## src/cue_sequence_frame_decoder_unit_defines.svh

```systemverilog
// Assertion macros for the cue sequence frame decoder.
// Used by the top level; expects clk and rst_n in scope.
`ifndef CUE_SEQUENCE_FRAME_DECODER_UNIT_DEFINES_SVH
`define CUE_SEQUENCE_FRAME_DECODER_UNIT_DEFINES_SVH

// Same-cycle implication, disabled during reset.
`define CSFD_ASSERT_NOW(label, ante, cons, msg) \
    label: assert property (@(posedge clk) disable iff (!rst_n) (ante) |-> (cons)) \
        else $error(msg);

// Next-cycle implication, disabled during reset.
`define CSFD_ASSERT_NEXT(label, ante, cons, msg) \
    label: assert property (@(posedge clk) disable iff (!rst_n) (ante) |=> (cons)) \
        else $error(msg);

`endif

```

## src/csfd_pkg.sv

```systemverilog
// Types and constants for the cue sequence frame decoder.
// No dependencies; compiled first.
package csfd_pkg;

    localparam int HEADER_LEN = 5;
    localparam int RECORD_LEN = 16;
    localparam int POS_W      = 21;
    localparam int FIFO_DEPTH = 3;
    localparam int PTR_W      = 2;

    localparam logic [POS_W-1:0] POS_MAX     = {POS_W{1'b1}};
    localparam logic [7:0]       VERSION_OK  = 8'd1;
    localparam logic [15:0]      MAX_CUES_RST = 16'd64;

    // Header byte offsets
    localparam logic [POS_W-1:0] POS_VERSION  = POS_W'(0);
    localparam logic [POS_W-1:0] POS_COUNT_LO = POS_W'(3);
    localparam logic [POS_W-1:0] POS_COUNT_HI = POS_W'(4);
    localparam logic [POS_W-1:0] POS_HEADER   = POS_W'(HEADER_LEN);

    localparam logic [3:0] REC_LAST = 4'(RECORD_LEN - 1);

    typedef enum logic [2:0] {
        ST_OK           = 3'd0,
        ST_TOO_SHORT    = 3'd1,
        ST_BAD_VERSION  = 3'd2,
        ST_LEN_MISMATCH = 3'd3,
        ST_TOO_MANY     = 3'd4
    } status_t;

    typedef struct packed {
        logic        is_cue;
        logic [7:0]  effect;
        logic [31:0] duration_ms;
        logic [23:0] color_first;
        logic [23:0] color_second;
        logic [7:0]  param_one;
        logic [7:0]  param_two;
        logic [7:0]  brightness;
        logic        frame_done;
        status_t     status;
        logic [15:0] cue_total;
    } result_t;

endpackage

```

## src/csfd_byte_if.sv

```systemverilog
// Byte input channel of the cue sequence frame decoder.
// Valid/ready handshake; no dependencies.
interface csfd_byte_if;
    logic       valid;
    logic       ready;
    logic [7:0] data_byte;
    logic       end_of_frame;

    modport source (output valid, data_byte, end_of_frame, input ready);
    modport sink   (input valid, data_byte, end_of_frame, output ready);
endinterface

```

## src/csfd_cfg_if.sv

```systemverilog
// Configuration write channel carrying the max_cues register value.
// Valid/ready handshake; no dependencies.
interface csfd_cfg_if;
    logic        valid;
    logic        ready;
    logic [15:0] data;

    modport source (output valid, data, input ready);
    modport sink   (input valid, data, output ready);
endinterface

```

## src/csfd_result_if.sv

```systemverilog
// Result channel: one decoded cue or one frame status per word.
// Valid/ready handshake; no dependencies.
interface csfd_result_if;
    logic        valid;
    logic        ready;
    logic        is_cue;
    logic [7:0]  effect;
    logic [31:0] duration_ms;
    logic [23:0] color_first;
    logic [23:0] color_second;
    logic [7:0]  param_one;
    logic [7:0]  param_two;
    logic [7:0]  brightness;
    logic        frame_done;
    logic [2:0]  status;
    logic [15:0] cue_total;

    modport source (output valid, is_cue, effect, duration_ms, color_first, color_second,
                    param_one, param_two, brightness, frame_done, status, cue_total,
                    input ready);
    modport sink   (input valid, is_cue, effect, duration_ms, color_first, color_second,
                    param_one, param_two, brightness, frame_done, status, cue_total,
                    output ready);
endinterface

```

## src/cue_sequence_frame_decoder_unit.sv

```systemverilog
// Cue sequence frame decoder: top level.
// Depends on csfd_pkg, the csfd_*_if interfaces and the defines header.
//
// Usage:
//   frame  - one byte word per handshake, end_of_frame on the last byte.
//            Header is 5 bytes, then 16-byte cue records.
//   cue    - result words: a decoded cue (is_cue) after each full record,
//            and a status word (frame_done) after the last byte. Cues go
//            out before the frame is validated; drop them on a bad status.
//   cfg    - write of max_cues, always ready; write only while idle.
// A result word is written into the result queue when its byte is accepted.
// Throughput: one byte per cycle while frame.ready is high. A last byte that
// also closes a record gives two words, which leave the result side in turn.
// Results sit in a three-word queue; frame.ready is high while at least two
// slots are free, so a stalled receiver backs up into the byte channel
// without losing words.
// Reset clears the byte position, header fields and queue, and sets
// max_cues to 64. The record bytes hold no reset value.
`include "cue_sequence_frame_decoder_unit_defines.svh"

module cue_sequence_frame_decoder_unit
(
    input  logic          clk,
    input  logic          rst_n,
    csfd_byte_if.sink     frame,
    csfd_cfg_if.sink      cfg,
    csfd_result_if.source cue
);
    import csfd_pkg::*;

    logic [POS_W-1:0] pos_reg, pos_next;
    logic [7:0]       version_reg, version_next;
    logic [15:0]      count_reg, count_next;
    logic [15:0]      max_cues_reg;
    logic [7:0]       record_reg [RECORD_LEN-1];

    result_t          fifo_reg [FIFO_DEPTH];
    logic [PTR_W-1:0] wr_ptr_reg, rd_ptr_reg, wr_ptr_one, wr_ptr_two;
    logic [PTR_W-1:0] rd_ptr_inc;
    logic [PTR_W-1:0] cnt_reg, cnt_next;

    logic             accept, pop;
    logic             pos_live, in_record, rec_write, cue_push, status_push;
    logic [3:0]       rec_idx;
    status_t          status;
    result_t          cue_word, status_word, head;

    function automatic logic [PTR_W-1:0] ptr_inc(input logic [PTR_W-1:0] p);
        ptr_inc = (p == PTR_W'(FIFO_DEPTH - 1)) ? '0 : p + PTR_W'(1);
    endfunction

    assign accept      = frame.valid && frame.ready;
    assign pop         = cue.valid && cue.ready;
    assign frame.ready = (cnt_reg <= PTR_W'(FIFO_DEPTH - 2));
    assign cfg.ready   = 1'b1;

    // Record byte index is (pos - header) mod 16
    assign pos_live    = (pos_reg != POS_MAX);
    assign in_record   = pos_live && (pos_reg >= POS_HEADER);
    assign rec_idx     = pos_reg[3:0] - 4'(HEADER_LEN);
    assign rec_write   = accept && in_record && (rec_idx != REC_LAST);
    assign cue_push    = accept && in_record && (rec_idx == REC_LAST);
    assign status_push = accept && frame.end_of_frame;

    always_comb
    begin
        version_next = version_reg;
        count_next   = count_reg;
        if (pos_reg == POS_VERSION)
        begin
            version_next = frame.data_byte;
        end
        if (pos_reg == POS_COUNT_LO)
        begin
            count_next = {count_reg[15:8], frame.data_byte};
        end
        if (pos_reg == POS_COUNT_HI)
        begin
            count_next = {frame.data_byte, count_reg[7:0]};
        end
        pos_next = pos_live ? pos_reg + POS_W'(1) : pos_reg;
    end

    // Length check: pos + 1 == 5 + 16 * count  <=>  pos == {count, 4}
    always_comb
    begin
        if (pos_reg < POS_COUNT_HI)
        begin
            status = ST_TOO_SHORT;
        end
        else if (version_next != VERSION_OK)
        begin
            status = ST_BAD_VERSION;
        end
        else if (pos_reg != {1'b0, count_next, 4'(HEADER_LEN - 1)})
        begin
            status = ST_LEN_MISMATCH;
        end
        else if (count_next > max_cues_reg)
        begin
            status = ST_TOO_MANY;
        end
        else
        begin
            status = ST_OK;
        end
    end

    always_comb
    begin
        cue_word              = '0;
        cue_word.is_cue       = 1'b1;
        cue_word.effect       = record_reg[0];
        cue_word.duration_ms  = {record_reg[4], record_reg[3], record_reg[2], record_reg[1]};
        cue_word.color_first  = {record_reg[5], record_reg[6], record_reg[7]};
        cue_word.color_second = {record_reg[8], record_reg[9], record_reg[10]};
        cue_word.param_one    = record_reg[11];
        cue_word.param_two    = record_reg[12];
        cue_word.brightness   = record_reg[13];

        status_word            = '0;
        status_word.frame_done = 1'b1;
        status_word.status     = status;
        status_word.cue_total  = (status == ST_OK) ? count_next : 16'd0;
    end

    assign wr_ptr_one = ptr_inc(wr_ptr_reg);
    assign wr_ptr_two = ptr_inc(wr_ptr_one);
    assign rd_ptr_inc = ptr_inc(rd_ptr_reg);
    assign cnt_next   = cnt_reg + PTR_W'(cue_push) + PTR_W'(status_push) - PTR_W'(pop);

    always_ff @(posedge clk or negedge rst_n)
    begin
        if (!rst_n)
        begin
            pos_reg      <= '0;
            version_reg  <= '0;
            count_reg    <= '0;
            max_cues_reg <= MAX_CUES_RST;
            wr_ptr_reg   <= '0;
            rd_ptr_reg   <= '0;
            cnt_reg      <= '0;
        end
        else
        begin
            if (cfg.valid && cfg.ready)
            begin
                max_cues_reg <= cfg.data;
            end
            if (accept)
            begin
                // Last byte closes the frame: clear header state for the next one
                if (frame.end_of_frame)
                begin
                    pos_reg     <= '0;
                    version_reg <= '0;
                    count_reg   <= '0;
                end
                else if (pos_live)
                begin
                    pos_reg     <= pos_next;
                    version_reg <= version_next;
                    count_reg   <= count_next;
                end
            end
            if (cue_push && status_push)
            begin
                wr_ptr_reg <= wr_ptr_two;
            end
            else if (cue_push || status_push)
            begin
                wr_ptr_reg <= wr_ptr_one;
            end
            if (pop)
            begin
                rd_ptr_reg <= rd_ptr_inc;
            end
            cnt_reg <= cnt_next;
        end
    end

    always_ff @(posedge clk)
    begin
        if (rec_write)
        begin
            record_reg[rec_idx] <= frame.data_byte;
        end
        if (cue_push)
        begin
            fifo_reg[wr_ptr_reg] <= cue_word;
        end
        if (status_push)
        begin
            fifo_reg[cue_push ? wr_ptr_one : wr_ptr_reg] <= status_word;
        end
    end

    assign head             = fifo_reg[rd_ptr_reg];
    assign cue.valid        = (cnt_reg != '0);
    assign cue.is_cue       = head.is_cue;
    assign cue.effect       = head.effect;
    assign cue.duration_ms  = head.duration_ms;
    assign cue.color_first  = head.color_first;
    assign cue.color_second = head.color_second;
    assign cue.param_one    = head.param_one;
    assign cue.param_two    = head.param_two;
    assign cue.brightness   = head.brightness;
    assign cue.frame_done   = head.frame_done;
    assign cue.status       = head.status;
    assign cue.cue_total    = head.cue_total;

    `CSFD_ASSERT_NEXT(a_eof_clears_pos, accept && frame.end_of_frame, pos_reg == '0,
        "byte position not cleared after last byte")
    `CSFD_ASSERT_NEXT(a_pos_saturates, accept && !frame.end_of_frame && !pos_live,
        pos_reg == POS_MAX, "byte position left saturation")
    `CSFD_ASSERT_NOW(a_total_only_ok, cue.valid && cue.frame_done && cue.status != ST_OK,
        cue.cue_total == 16'd0, "cue_total set on a failing status")
    `CSFD_ASSERT_NOW(a_cue_not_done, cue.valid && cue.is_cue, !cue.frame_done,
        "cue word also marked as frame status")

endmodule
```

## src/flat_wrapper.sv

```systemverilog
// flat-port wrapper written by rule: the top's interface ports become plain ports
module cue_sequence_frame_decoder_unit_flat import csfd_pkg::*;
  (clk, rst_n, frame_valid, frame_data_byte, frame_end_of_frame, frame_ready, cfg_valid, cfg_data, cfg_ready, cue_valid, cue_is_cue, cue_effect, cue_duration_ms, cue_color_first, cue_color_second, cue_param_one, cue_param_two, cue_brightness, cue_frame_done, cue_status, cue_cue_total, cue_ready);
  csfd_byte_if frame_i ();
  csfd_cfg_if cfg_i ();
  csfd_result_if cue_i ();
  input  logic clk;
  input  logic rst_n;
  input wire logic [$bits(frame_i.valid)-1:0] frame_valid;
  input wire logic [$bits(frame_i.data_byte)-1:0] frame_data_byte;
  input wire logic [$bits(frame_i.end_of_frame)-1:0] frame_end_of_frame;
  output wire logic [$bits(frame_i.ready)-1:0] frame_ready;
  input wire logic [$bits(cfg_i.valid)-1:0] cfg_valid;
  input wire logic [$bits(cfg_i.data)-1:0] cfg_data;
  output wire logic [$bits(cfg_i.ready)-1:0] cfg_ready;
  output wire logic [$bits(cue_i.valid)-1:0] cue_valid;
  output wire logic [$bits(cue_i.is_cue)-1:0] cue_is_cue;
  output wire logic [$bits(cue_i.effect)-1:0] cue_effect;
  output wire logic [$bits(cue_i.duration_ms)-1:0] cue_duration_ms;
  output wire logic [$bits(cue_i.color_first)-1:0] cue_color_first;
  output wire logic [$bits(cue_i.color_second)-1:0] cue_color_second;
  output wire logic [$bits(cue_i.param_one)-1:0] cue_param_one;
  output wire logic [$bits(cue_i.param_two)-1:0] cue_param_two;
  output wire logic [$bits(cue_i.brightness)-1:0] cue_brightness;
  output wire logic [$bits(cue_i.frame_done)-1:0] cue_frame_done;
  output wire logic [$bits(cue_i.status)-1:0] cue_status;
  output wire logic [$bits(cue_i.cue_total)-1:0] cue_cue_total;
  input wire logic [$bits(cue_i.ready)-1:0] cue_ready;
  assign frame_i.valid = frame_valid;
  assign frame_i.data_byte = frame_data_byte;
  assign frame_i.end_of_frame = frame_end_of_frame;
  assign frame_ready = frame_i.ready;
  assign cfg_i.valid = cfg_valid;
  assign cfg_i.data = cfg_data;
  assign cfg_ready = cfg_i.ready;
  assign cue_valid = cue_i.valid;
  assign cue_is_cue = cue_i.is_cue;
  assign cue_effect = cue_i.effect;
  assign cue_duration_ms = cue_i.duration_ms;
  assign cue_color_first = cue_i.color_first;
  assign cue_color_second = cue_i.color_second;
  assign cue_param_one = cue_i.param_one;
  assign cue_param_two = cue_i.param_two;
  assign cue_brightness = cue_i.brightness;
  assign cue_frame_done = cue_i.frame_done;
  assign cue_status = cue_i.status;
  assign cue_cue_total = cue_i.cue_total;
  assign cue_i.ready = cue_ready;
  cue_sequence_frame_decoder_unit u_core (.clk(clk), .rst_n(rst_n), .frame(frame_i), .cfg(cfg_i), .cue(cue_i));
endmodule
```

## config.mk

```make
export PLATFORM = sky130hd
export DESIGN_NAME = cue_sequence_frame_decoder_unit_flat
export DESIGN_NICKNAME = d
export VERILOG_FILES = /design/src/csfd_pkg.sv /design/src/csfd_byte_if.sv /design/src/csfd_cfg_if.sv /design/src/csfd_result_if.sv /design/src/cue_sequence_frame_decoder_unit.sv /design/src/flat_wrapper.sv
export VERILOG_INCLUDE_DIRS = /design/src /design/src/src
export SDC_FILE = /design/constraint.sdc
export NUM_CORES = 1
export LEC_CHECK = 0
export BUFFER_PORTS_ARGS = -buffer_cell sky130_fd_sc_hd__buf_2
export CAP_MARGIN = 20
export CORE_ASPECT_RATIO = 1.75
export CORE_MARGIN = 5
export CORE_UTILIZATION = 35
export DETAILED_ROUTE_END_ITERATION = 10
export GPL_TIMING_DRIVEN = 0
export PLACE_DENSITY = 0.52
export SYNTH_ARGS = -nofsm -noshare
export SYNTH_HDL_FRONTEND = slang
export SYNTH_SLANG_ARGS = --single-unit
```

## constraint.sdc

```tcl
create_clock -name clk -period 3.88 [get_ports clk]
set_clock_uncertainty 0.15 [all_clocks]
set_input_delay 0.582 -clock clk [delete_from_list [all_inputs] [get_ports clk]]
set_output_delay 0.582 -clock clk [all_outputs]
set_load 0.02 [all_outputs]
```

== Word-level counts from Yosys, hierarchy flattened ==
Memories as Yosys holds them, arrays and structs flattened.
Index checks and enable logic that the tools add are counted.

* Bits in registers: 67
* RAM bits: 519
* Input port bits: 30
* Word-level logic and storage cells: 72
* Memories kept: 2

{| class="wikitable"
|+ Memory list
! name !! depth !! width !! read ports !! clocked after memory_dff !! wr ports !! RTL line !! text
|-
| u_core.fifo_reg || 3 || 133 || 1 || 0 || 2 || cue_sequence_frame_decoder_unit.sv:37 || <nowiki>result_t fifo_reg [FIFO_DEPTH];</nowiki>
|-
| u_core.record_reg || 15 || 8 || 14 || 0 || 1 || cue_sequence_frame_decoder_unit.sv:35 || <nowiki>logic [7:0] record_reg [RECORD_LEN-1];</nowiki>
|}

* Add/sub/neg operators: 8
* Order comparisons: 4
* Equal/unequal tests: 10
* Multiplexer cells: 26
* Reductions and logical operators: 15

{| class="wikitable"
|+ Operators with widths
! kind !! count
|-
| $mux 16 || 4
|-
| $mux 21 || 2
|-
| $mux 8 || 4
|-
| $add 21x1->21 const B || 1
|-
| $eq 21x2->1 const B || 1
|-
| $eq 21x3->1 const B || 1
|-
| $ge 21x3->1 const B || 1
|-
| $logic_not 21->1 || 1
|-
| $lt 21x3->1 const B || 1
|-
| $ne 21x20->1 || 1
|-
| $ne 21x21->1 const B || 1
|-
| $gt 16x16->1 || 1
|-
| $mux 2 || 6
|-
| $mux 3 || 4
|-
| $logic_and 1x1->1 || 8
|-
| $ne 8x1->1 const B || 1
|-
| $add 2x1->2 const B || 3
|-
| $eq 2x2->1 const B || 3
|-
| $mux 1 || 6
|-
| $reduce_bool 2->1 || 3
|-
| $add 2x1->2 || 2
|-
| $eq 4x4->1 const B || 1
|-
| $ne 4x4->1 const B || 1
|-
| $sub 4x3->4 const B || 1
|-
| other kinds (5) || 5
|}

== Logic depth before layout (Yosys ltp) ==
Gate-level depths: netlist (run 1).

* Depth after elaboration: 10
* Mapped depth: 20
* Gate-level depth less buffers: 16

== Least setup slack after synthesis (run 1) ==
No wires, ideal clock.

* Path type: register -> register
* Start: register u_core.pos_reg[15]
* End: memory u_core.fifo_reg[2][5] (netlist bit), data pin
* Setup time: 0.278 ns
* Arrival: 3.627 ns
* Required time: 3.452 ns
* Setup slack: -0.175 ns
* Cell stages (with the launch flop): 18
* Buffers on the path: 4
* Clock period less this slack: 4.055 ns
* Path through: dfrtp_1 nor4_4 and2_1 buf_4 and3_1 clkbuf_1 mux2i_1 inv_1 ha_1 nand4_1 nor2_1 o221ai_1 a31oi_1 o21ai_0 nand2_1 clkbuf_1 clkbuf_1 nor3_1

{| class="wikitable"
|+ RTL lines
! element !! RTL line !! text
|-
| from (decl) || cue_sequence_frame_decoder_unit.sv:31 || <nowiki>logic [POS_W-1:0] pos_reg, pos_next;</nowiki>
|-
| from (signal assigned) || cue_sequence_frame_decoder_unit.sv:161 || <nowiki>pos_reg <= pos_next;</nowiki>
|-
| to (decl) || cue_sequence_frame_decoder_unit.sv:37 ||
|}

==> flow_metrics.env, run 1 <==
export IMPL_switching_share_pct=32.2
export IMPL_die_area_sq_um=74400
export IMPL_dp_hpwl_um=54900
export IMPL_relSlewSlack_pct=28.1
export IMPL_htreeDepth=2
export IMPL_netlist_instances=2674
export IMPL_maxCapViolCount=0
export IMPL_synth_net_count=2727
export IMPL_clk_insertion_delay_late_ns=0.63
export IMPL_placed_area_sq_um=26100
export IMPL_io_buffers=164
export IMPL_grt_pass1_vias=19900
export IMPL_hp_class="primary input to flip-flop"
export IMPL_finalInstanceArea_sq_um=28900
export IMPL_post_route_util_pct=42.3
export IMPL_synth_main_ff_cell="dfxtp_1"
export IMPL_track_usage_pct=20.6
export IMPL_p_sw_mw=5.22
export IMPL_stdcell_count=3900
export IMPL_dpl_cell_count=3746
export IMPL_grt_pass1_wl_um=119000
export IMPL_ant_nets=0
export IMPL_clkSinkCount=578
export IMPL_worst_setup_path_start_kind="flip-flop"
export IMPL_cts_tree="done"
export IMPL_critPathArrivalTime_ns=4.01
export IMPL_wire_per_inst_um=20.4
export IMPL_start_util_pct=35.2
export IMPL_clkPwrFrac_pct=33.7
export IMPL_status="finished clean"
export IMPL_clock_root_buffer="clkbuf_16"
export IMPL_num_nets_final=3004
export IMPL_cts_inserted_buffers=54
export IMPL_cts_max_path_buffers=3
export IMPL_multi_input_area_sq_um=9980
export IMPL_rsz0062_at_grt="yes"
export IMPL_hold_end="u_core.max_cues_reg[10]$_DFFE_PN0P_"
export IMPL_ff2ff_setup_slack_ns=0.09
export IMPL_synth_cell_type_count=64
export IMPL_finalWirelength_um=79500
export IMPL_ys_seq_area_share_pct=56.4
export IMPL_slowest_delay_ns=0.44
export IMPL_largest_reg_flops=399
export IMPL_area_delta_synth_final_pct=20.0
export IMPL_vdd_drop_max_mv=0.435
export IMPL_fin_crit_sh_pct=97.6
export IMPL_drive_above_1_share_pct=15.6
export IMPL_period_needed_ns=3.79
export IMPL_hold_violations=0
export IMPL_die_h_um=357
export IMPL_reg2reg_from="u_core.pos_reg[7]$_DFFE_PN0P_"
export IMPL_drt_iter0_drc=1361
export IMPL_reg2reg_to="u_core.fifo_reg[2][14]$_DFFE_PP_"
export IMPL_p_comb_share_pct=23.1
export IMPL_power_leakage_nw=11.0
export IMPL_holdPathStages=3
export IMPL_crit_chain="nor4_4, and3_4, buf_6, and3_4, buf_12, mux2i_4, inv_1, ha_4, nand4_1, o21ai_1, o221ai_1, a31oi_1, o21ai_1, nand2_2, buf_8, buf_8, nor3_2"
export IMPL_core_area_sq_um=68500
export IMPL_crit_path_top_delay_cell="dfrtp_2"
export IMPL_slew_viol_final=0
export IMPL_synthArstFlopShare_pct=11.6
export IMPL_worst_slew_pin_slew_ns=1.07
export IMPL_path_clk_slew_ns=0.06
export IMPL_routed_via_density=5.13
export IMPL_crit_path_end_kind="flip-flop"
export IMPL_drt_pass1_iterations=6
export IMPL_synth_avg_cell_area_sq_um=9.02
export IMPL_critPathKind="flip-flop to flip-flop"
export IMPL_finalSetupViolCount=0
export IMPL_synth_seq_cells=578
export IMPL_seqPwrFrac_pct=43.2
export IMPL_p_int_mw=11.0
export IMPL_cp_max_fo=10
export IMPL_fmax_mhz=264
export IMPL_grt_max_degree=68
export IMPL_place_congestion=0.869
export IMPL_antenna_found_initial=0
export IMPL_yosys_warnings=0
export IMPL_setup_tns_ns=0
export IMPL_grt_ovfl_total=0
export IMPL_reg2reg_depth=17
export IMPL_syn_area_sq_um=24100
export IMPL_die_w_um=208
export IMPL_rows=127
export IMPL_ios=166
export IMPL_p_per_area_nw_per_um2=560
export IMPL_fillers=6714
export IMPL_regArea_sq_um=13600
export IMPL_finalPower_mw=16.2
export IMPL_drc=0
export IMPL_synth_edff_count=169
export IMPL_min_from="cfg_data[10]"
export IMPL_n_antenna_cell=0
export IMPL_via_count=20000
export IMPL_crit_required_ns=4.10
-- cell type report --
cell class,instances,share of cell area [%]
plain buffers,181,3.05
flip-flops and latches,578,47.0
clock buffers,83,5.68
repair buffers,226,4.60
multi-input cells,1861,34.5
well taps,903,3.90
inverters,49,0.636
clock inverters,19,0.584
-- worst max-delay path: cells and delay by family, from the launching register on --
family	cells	cell delay, ns
flops	1	0.44
buf+inv	5	0.69
mux	1	0.24
fa+ha+maj	1	0.28
compound gates	4	0.66
simple gates	6	1.10
-- metrics by stage --
step | worst slack (ns) | hold WS, ns
3_3_place_gp | -1.90 | 0.283
3_5_place_dp | -1.57 | 0.285
4_1_cts | -0.0340 | 0.000133
5_1_grt | -0.134 | 0.0222
6_report | 0.0943 | 0.0377
2_1_floorplan | 0.0156 | 0.136
-- routing by layer --
metal  global-route usage, %  up-vias  share of wire (%)
met5                       0        -                  0
met4                    8.16        0                4.0
met3                    3.00      170                4.7
met2                    37.9      575                 52
met1                    23.9     9690                 39
li1                        -     9566                  -
-- worst max path at each step --
stage,startpoint,end,slack [ns],cells after the start
floorplan,u_core.pos_reg[15]$_DFFE_PN0P_,u_core.fifo_reg[2][5]$_DFFE_PP_,0.02,17
global route,u_core.pos_reg[4]$_DFFE_PN0P_,u_core.fifo_reg[1][10]$_DFFE_PP_,-0.13,18
CTS,u_core.pos_reg[0]$_DFFE_PN0P_,u_core.fifo_reg[0][129]$_SDFFE_PP0P_,-0.03,11
finish,u_core.pos_reg[7]$_DFFE_PN0P_,u_core.fifo_reg[2][14]$_DFFE_PP_,0.09,17
detailed placement,u_core.pos_reg[0]$_DFFE_PN0P_,u_core.fifo_reg[2][4]$_DFFE_PP_,-1.57,16
global placement,u_core.pos_reg[0]$_DFFE_PN0P_,u_core.fifo_reg[1][5]$_DFFE_PP_,-1.90,9
-- power groups by stage --
stage / clock network [mW] / registers [mW] / logic (mW)
CTS: 5.57 / 7.00 / 3.69
global route: 5.80 / 7.05 / 4.05
global placement: 0 / 7.05 / 3.52
floorplan: 0 / 6.98 / 2.33
detailed placement: 0 / 7.07 / 3.59
finish: 5.45 / 7.01 / 3.74
-- Yosys cell counts (9+ instances only) --
cell type,number,area (sq um)
a21oi_1,353,1770
a22o_1,11,96.3
and2_1,9,56.3
buf_1,34,128
buf_2,25,125
clkbuf_1,119,447
dfrtp_1,66,1650
dfxtp_1,342,6850
edfxtp_1,169,5070
ha_1,22,275
inv_1,48,180
mux2i_1,140,1400
nand2_1,866,3250
nand2b_1,11,68.8
nand3_1,20,100
nand4_1,18,113
nor2_1,63,236
nor3_1,43,215
nor3_2,16,160
o21ai_0,182,911
xnor2_1,13,114
xor2_1,13,114
-- what timing repair did --
| action | 4_1_cts | 5_1_grt |
|---|---|---|
| buffers inserted | 33 | 13 |
| setup endpoints to repair | 583 | 339 |
| hold endpoints to repair | 76 | 0 |
| resized for setup | 97 | 76 |
| hold buffers | 11 | 0 |
| cloned | 0 | 0 |
| pin swaps | 11 | 15 |
-- cells in the final DEF, fill, tap and decap left out, types with 19 or more instances in the layout --
master / instances
nor2_1: 59
a21oi_1: 352
mux2i_1: 134
buf_2: 187
buf_4: 54
edfxtp_1: 169
nand3_1: 19
dfrtp_1: 55
nor3_2: 22
inv_1: 47
clkbuf_2: 20
o21ai_0: 173
nand2_1: 863
dfxtp_1: 342
buf_1: 20
clkbuf_1: 108
clkbuf_16: 57
nor3_1: 27
-- kinds of logic after synthesis --
kind of cell	count (synthesis)	synth area share, %
XOR/XNOR	26	0.945
flip-flops	578	56.4
other	1	0.0156
multiplexers	143	5.96
AO/OA/AOI/OAI	576	12.5
buffers and inverters	235	3.99
AND/OR/NAND/NOR	1092	19.0
adder cells (fa/ha/maj)	23	1.22
Note: power is estimated with default switching activity, not from simulation.
==> inputs of run 2 (changes only) <==
- CORE_MARGIN: 5 -> 2
- CORE_UTILIZATION: 35 -> 54
- PLACE_DENSITY: 0.52 -> 0.74
==> run 2 against run 1 <==
Effect of this change:
- sequential power about the same
- fmax down 1.3%
- critical path depth up 1
- sequential share of layout area up 0.98 points
- critical endpoint is now u_core.fifo_reg[2][15]$_DFFE_PP_
- first-iteration DRC count up 12%
- highest routed layer is now met5
- critical path type unchanged
- clock power down 8.1%
==> flow_metrics.env, run 2 (synthesis results as in run 1) <==
export IMPL_area_delta_synth_final_pct=17.6
export IMPL_worst_slew_pin_slew_ns=0.953
export IMPL_io_buffers=164
export IMPL_rsz0062_at_grt="yes"
export IMPL_finalWirelength_um=72100
export IMPL_cts_inserted_buffers=49
export IMPL_critPathKind="flip-flop to flip-flop"
export IMPL_drt_pass1_iterations=6
export IMPL_htreeDepth=2
export IMPL_final_common_cell="nand2_1"
export IMPL_ios=166
export IMPL_cp_top_family="simple AND/OR/NAND/NOR gates"
export IMPL_finalSetupViolCount=0
export IMPL_drive_above_1_share_pct=15.7
export IMPL_cts_tree="done"
export IMPL_grt_pass1_wl_um=110000
export IMPL_num_nets_final=2998
export IMPL_crit_required_ns=4.14
export IMPL_maxCapViolCount=0
export IMPL_finalPower_mw=15.8
export IMPL_multi_input_area_sq_um=10000
export IMPL_die_area_sq_um=46400
export IMPL_clk_insertion_delay_late_ns=0.58
export IMPL_crit_path_top_delay_cell="dfrtp_1"
export IMPL_fin_crit_sh_pct=98.8
export IMPL_die_w_um=164
export IMPL_clock_root_buffer="clkbuf_16"
export IMPL_cp_max_fo=9
export IMPL_grt_ovfl_total=0
export IMPL_power_leakage_nw=10.8
export IMPL_grt_max_degree=68
export IMPL_hp_class="primary input to flip-flop"
export IMPL_slew_viol_final=0
export IMPL_postLayoutSetupSlackWorst_ns=0.0457
export IMPL_vdd_drop_max_mv=0.571
export IMPL_critPathArrivalTime_ns=4.10
export IMPL_ant_nets=0
export IMPL_post_route_util_pct=64.2
export IMPL_wire_per_inst_um=20.3
export IMPL_via_count=20600
export IMPL_core_area_sq_um=44200
export IMPL_slowest_delay_ns=0.37
export IMPL_rows=102
export IMPL_track_usage_pct=30.4
export IMPL_die_h_um=284
export IMPL_drc=0
export IMPL_n_antenna_cell=0
export IMPL_worst_setup_path_start_kind="flip-flop"
export IMPL_ff2ff_setup_slack_ns=0.05
export IMPL_antenna_found_initial=1
export IMPL_setup_tns_ns=0
export IMPL_place_ws_ns=-1.38
export IMPL_layout_common_cells="nand2_1 (863), a21oi_1 (351), dfxtp_1 (342)"
export IMPL_fillers=3657
export IMPL_drt_iter0_drc=1525
export IMPL_relSlewSlack_pct=36.2
export IMPL_p_per_area_nw_per_um2=556
export IMPL_clkSinkCount=578
export IMPL_largest_reg_flops=399
export IMPL_path_clk_slew_ns=0.07
export IMPL_path_buf_inv=5
export IMPL_regArea_sq_um=13600
export IMPL_grt_pass1_vias=20300
export IMPL_cts_max_path_buffers=3
export IMPL_status="finished clean"
export IMPL_hold_violations=0
export IMPL_start_util_pct=54.6
export IMPL_crit_path_end_kind="flip-flop"
export IMPL_period_needed_ns=3.83
export IMPL_dp_hpwl_um=49000
export IMPL_routed_via_density=5.78
export IMPL_fmax_mhz=261
export IMPL_place_congestion=0.925
export IMPL_crit_chain="buf_6, nor4_4, and3_1, buf_6, and3_4, mux2i_4, inv_2, ha_4, a211o_1, a21oi_2, o21ai_1, o221ai_1, a31oi_1, o21ai_1, nand2_2, buf_8, buf_4, nor3b_2"
-- run 2: cell types whose count changed in the layout (fill, tap and decap cells not counted), sizes merged --
cell	delta
buf	+14
clkinvlp	-1
clkbuf	-16
dlygate4sd3	-10
clkinv	+1
-- run 2: metal layers --
| layer | GRT usage [%] | share of wire [%] |
|---|---|---|
| met1 | 33.5 | 35 |
| met2 | 54.2 | 51 |
| met3 | 3.74 | 6.0 |
| met4 | 19.7 | 7.4 |
| met5 | 0 | 0.0097 |
-- run 2: worst paths after layout --
path	from	endpoint	depth (start not counted)
worst max register to register	u_core.pos_reg[18]$_DFFE_PN0P_	u_core.fifo_reg[2][15]$_DFFE_PP_	18
max in group asynchronous	rst_n	u_core.pos_reg[12]$_DFFE_PN0P_	2
worst min-delay path	cfg_data[5]	u_core.max_cues_reg[5]$_DFFE_PN0P_	3
worst max-delay path	u_core.pos_reg[18]$_DFFE_PN0P_	u_core.fifo_reg[2][15]$_DFFE_PP_	18
worst min register to register	u_core.fifo_reg[1][98]$_SDFFE_PP0P_	u_core.fifo_reg[1][98]$_SDFFE_PP0P_	2
min in group asynchronous	rst_n	u_core.max_cues_reg[2]$_DFFE_PN0P_	2
-- run 2: per-stage QoR --
| stage | instances | instance area (sq um) | hold slack, ns |
|---|---|---|---|
| 3_5_place_dp | 3414 | 25700 | 0.295 |
| 2_1_floorplan | 2674 | 24100 | 0.136 |
| 5_1_grt | 3557 | 28300 | 0.0728 |
| 6_report | 3557 | 28300 | 0.0568 |
| 3_3_place_gp | 3410 | 25600 | 0.282 |
| 4_1_cts | 3535 | 27900 | 0.0397 |
-- run 2: final cells by class --
cell class              count  share of cell area [%]
well taps                 572                    2.53
inverters                  49                   0.658
flip-flops and latches    578                    48.0
repair buffers            226                    4.71
plain buffers             180                    3.02
multi-input cells        1861                    35.3
clock inverters            19                   0.561
clock buffers              72                    5.17
-- run 2: where the power goes --
group / switching [mW] / internal, mW / total, mW
Sequential: 0.331 / 6.68 / 7.01
Combinational: 2.46 / 1.27 / 3.73
Clock: 2.25 / 2.77 / 5.01
Total: 5.04 / 10.7 / 15.8
-- run 2: repair_timing --
item | in CTS | in global routing
hold buffers | 1 | 0
pin swaps | 9 | 13
cloned | 0 | 3
resized for setup | 84 | 84
hold endpoints to repair | 11 | 0
endpoints found under the setup margin | 545 | 351
buffers inserted | 34 | 20
-- run 2: worst register-to-register path, delay by kind of cell, from the launching register on --
kind            cells  cell delay, ns
compound gates      6            0.91
mux                 1            0.28
fa+ha+maj           1            0.16
flops               1            0.37
buf+inv             5            0.68
simple gates        5            1.16
==> inputs of run 3 (changes only) <==
- ABC_CLOCK_PERIOD_IN_PS: default -> 3880
- MAX_ROUTING_LAYER: default -> met4
==> run 3 against run 2 <==
Effect of this change:
- final area is 1.4% lower
- global-route usage is 0.73 points higher
- fmax hardly changed
- count of clock-buffer cells in the layout down 12
- flip-flop and latch count unchanged
- non-clock buffer count shrank 22
- largest cell class unchanged
- largest power group unchanged
- highest routed layer is now met4
==> flow_metrics.env, run 3 (synthesis results as in run 1) <==
export IMPL_drive_above_1_share_pct=14.3
export IMPL_clock_root_buffer="clkbuf_16"
export IMPL_die_area_sq_um=46400
export IMPL_ff2ff_setup_slack_ns=0.09
export IMPL_post_route_util_pct=63.3
export IMPL_switching_share_pct=32.3
export IMPL_wire_per_inst_um=20.3
export IMPL_cts_max_path_buffers=3
export IMPL_grt_ovfl_total=0
export IMPL_relSlewSlack_pct=31.7
export IMPL_power_leakage_nw=10.6
export IMPL_start_util_pct=54.6
export IMPL_die_w_um=164
export IMPL_worst_setup_path_start_kind="flip-flop"
export IMPL_drc=0
export IMPL_fmax_mhz=261
export IMPL_setup_tns_ns=0
export IMPL_worst_slew_pin_slew_ns=1.02
export IMPL_finalInstanceArea_sq_um=27900
export IMPL_cts_inserted_buffers=49
export IMPL_clkSinkCount=578
export IMPL_finalWirelength_um=71700
export IMPL_crit_path_end_kind="primary output"
export IMPL_num_nets_final=2976
export IMPL_seqPwrFrac_pct=45.3
export IMPL_reg2reg_to="u_core.fifo_reg[1][6]$_DFFE_PP_"
export IMPL_period_needed_ns=3.84
export IMPL_p_sw_mw=5.00
export IMPL_routed_via_density=5.78
export IMPL_status="finished clean"
export IMPL_htreeDepth=2
export IMPL_critPathArrivalTime_ns=3.10
export IMPL_largest_reg_flops=399
export IMPL_hold_end="u_core.max_cues_reg[3]$_DFFE_PN0P_"
export IMPL_hp_class="primary input to flip-flop"
export IMPL_antenna_found_initial=0
export IMPL_min_from="cfg_data[3]"
export IMPL_slew_viol_final=0
export IMPL_place_congestion=0.931
export IMPL_finalSetupViolCount=0
export IMPL_crit_required_ns=3.15
export IMPL_grt_pass1_wl_um=109000
export IMPL_p_comb_share_pct=23.7
export IMPL_fillers=3708
export IMPL_track_usage_pct=31.1
export IMPL_clk_insertion_delay_late_ns=0.58
export IMPL_vdd_drop_max_mv=0.459
export IMPL_core_area_sq_um=44200
export IMPL_rows=102
export IMPL_grt_pass1_vias=19900
export IMPL_ios=166
export IMPL_clkPwrFrac_pct=31.0
export IMPL_finalPower_mw=15.5
export IMPL_holdPathStages=3
export IMPL_ant_nets=0
export IMPL_via_count=20400
export IMPL_final_common_cell="nand2_1"
export IMPL_dpl_cell_count=3413
export IMPL_place_ws_ns=-1.34
export IMPL_postLayoutSetupSlackWorst_ns=0.0448
export IMPL_stdcell_count=3533
export IMPL_path_clk_slew_ns=0.07
export IMPL_whs_ns=0.0570
export IMPL_area_delta_synth_final_pct=15.9
export IMPL_maxCapViolCount=0
export IMPL_reg2reg_depth=10
export IMPL_drt_iter0_drc=1631
export IMPL_p_per_area_nw_per_um2=554
export IMPL_dp_hpwl_um=49100
export IMPL_cts_tree="done"
export IMPL_placed_area_sq_um=25700
export IMPL_p_int_mw=10.5
export IMPL_die_h_um=284
export IMPL_cp_max_fo=10
export IMPL_fin_crit_sh_pct=98.8
export IMPL_reg2reg_from="u_core.pos_reg[0]$_DFFE_PN0P_"
export IMPL_io_buffers=164
export IMPL_layout_common_cells="nand2_1 (864), a21oi_1 (351), dfxtp_1 (342)"
export IMPL_critPathKind="flip-flop to primary output"
export IMPL_grt_max_degree=68
export IMPL_hold_violations=0
export IMPL_drt_pass1_iterations=6
## run 3: worst max-delay path by stage
stage,start,to,slack (ns),depth (start not counted)
5_1_grt,u_core.pos_reg[11]$_DFFE_PN0P_,u_core.fifo_reg[1][15]$_DFFE_PP_,-0.11,18
4_1_cts,u_core.pos_reg[0]$_DFFE_PN0P_,u_core.fifo_reg[2][14]$_DFFE_PP_,0.006,18
3_5_place_dp,u_core.pos_reg[1]$_DFFE_PN0P_,u_core.fifo_reg[1][11]$_DFFE_PP_,-1.34,16
3_3_place_gp,u_core.pos_reg[1]$_DFFE_PN0P_,u_core.fifo_reg[1][7]$_DFFE_PP_,-1.51,9
2_1_floorplan,u_core.pos_reg[15]$_DFFE_PN0P_,u_core.fifo_reg[2][5]$_DFFE_PP_,0.02,17
6_report,u_core.rd_ptr_reg[0]$_DFFE_PN0P_,cue_brightness[3],0.04,4
## run 3: power by group through the flow
stage | combinational, mW | sequential, mW | clock (mW)
finish | 3.67 | 7.01 | 4.79
global route | 3.93 | 7.05 | 5.03
CTS | 3.54 | 7.00 | 4.81
detailed placement | 3.46 | 7.07 | 0
global placement | 3.37 | 7.04 | 0
floorplan | 2.33 | 6.98 | 0
## run 3: area by class of cell
class | instances | area (sq um) | share of cell area (%)
Tap cell | 572 | 716 | 2.56
Antenna cell | 1 | 2.50 | 0.00896
Clock inverter | 28 | 228 | 0.815
Sequential cell | 578 | 13600 | 48.7
Clock buffer | 60 | 1290 | 4.61
Buffer | 180 | 822 | 2.94
Multi-Input combinational cell | 1861 | 9950 | 35.6
Timing Repair Buffer | 204 | 1140 | 4.07
Inverter | 49 | 184 | 0.658
## run 3: repair_timing
item,CTS,global route
hold buffers,1,0
resized for setup,83,58
setup buffers,21,15
setup endpoints to repair,543,226
pin swaps,10,12
hold endpoints to repair,25,0
## run 3: worst max-delay path: stages (launching register included)
cell and delay [ns]:
dfrtp_1 0.84, clkbuf_1 0.69, mux2i_1 0.18, o21ai_0 0.51, buf_2 0.27
## run 3: layer usage
layer  vias to the layer above  GRT usage [%]  share of wire [%]
li1                       9496              -                  -
met5                         -              -                  0
met4                         0           18.9                7.1
met2                       879           54.2                 52
met1                      9778           33.2                 35
met3                       251           3.98                6.2
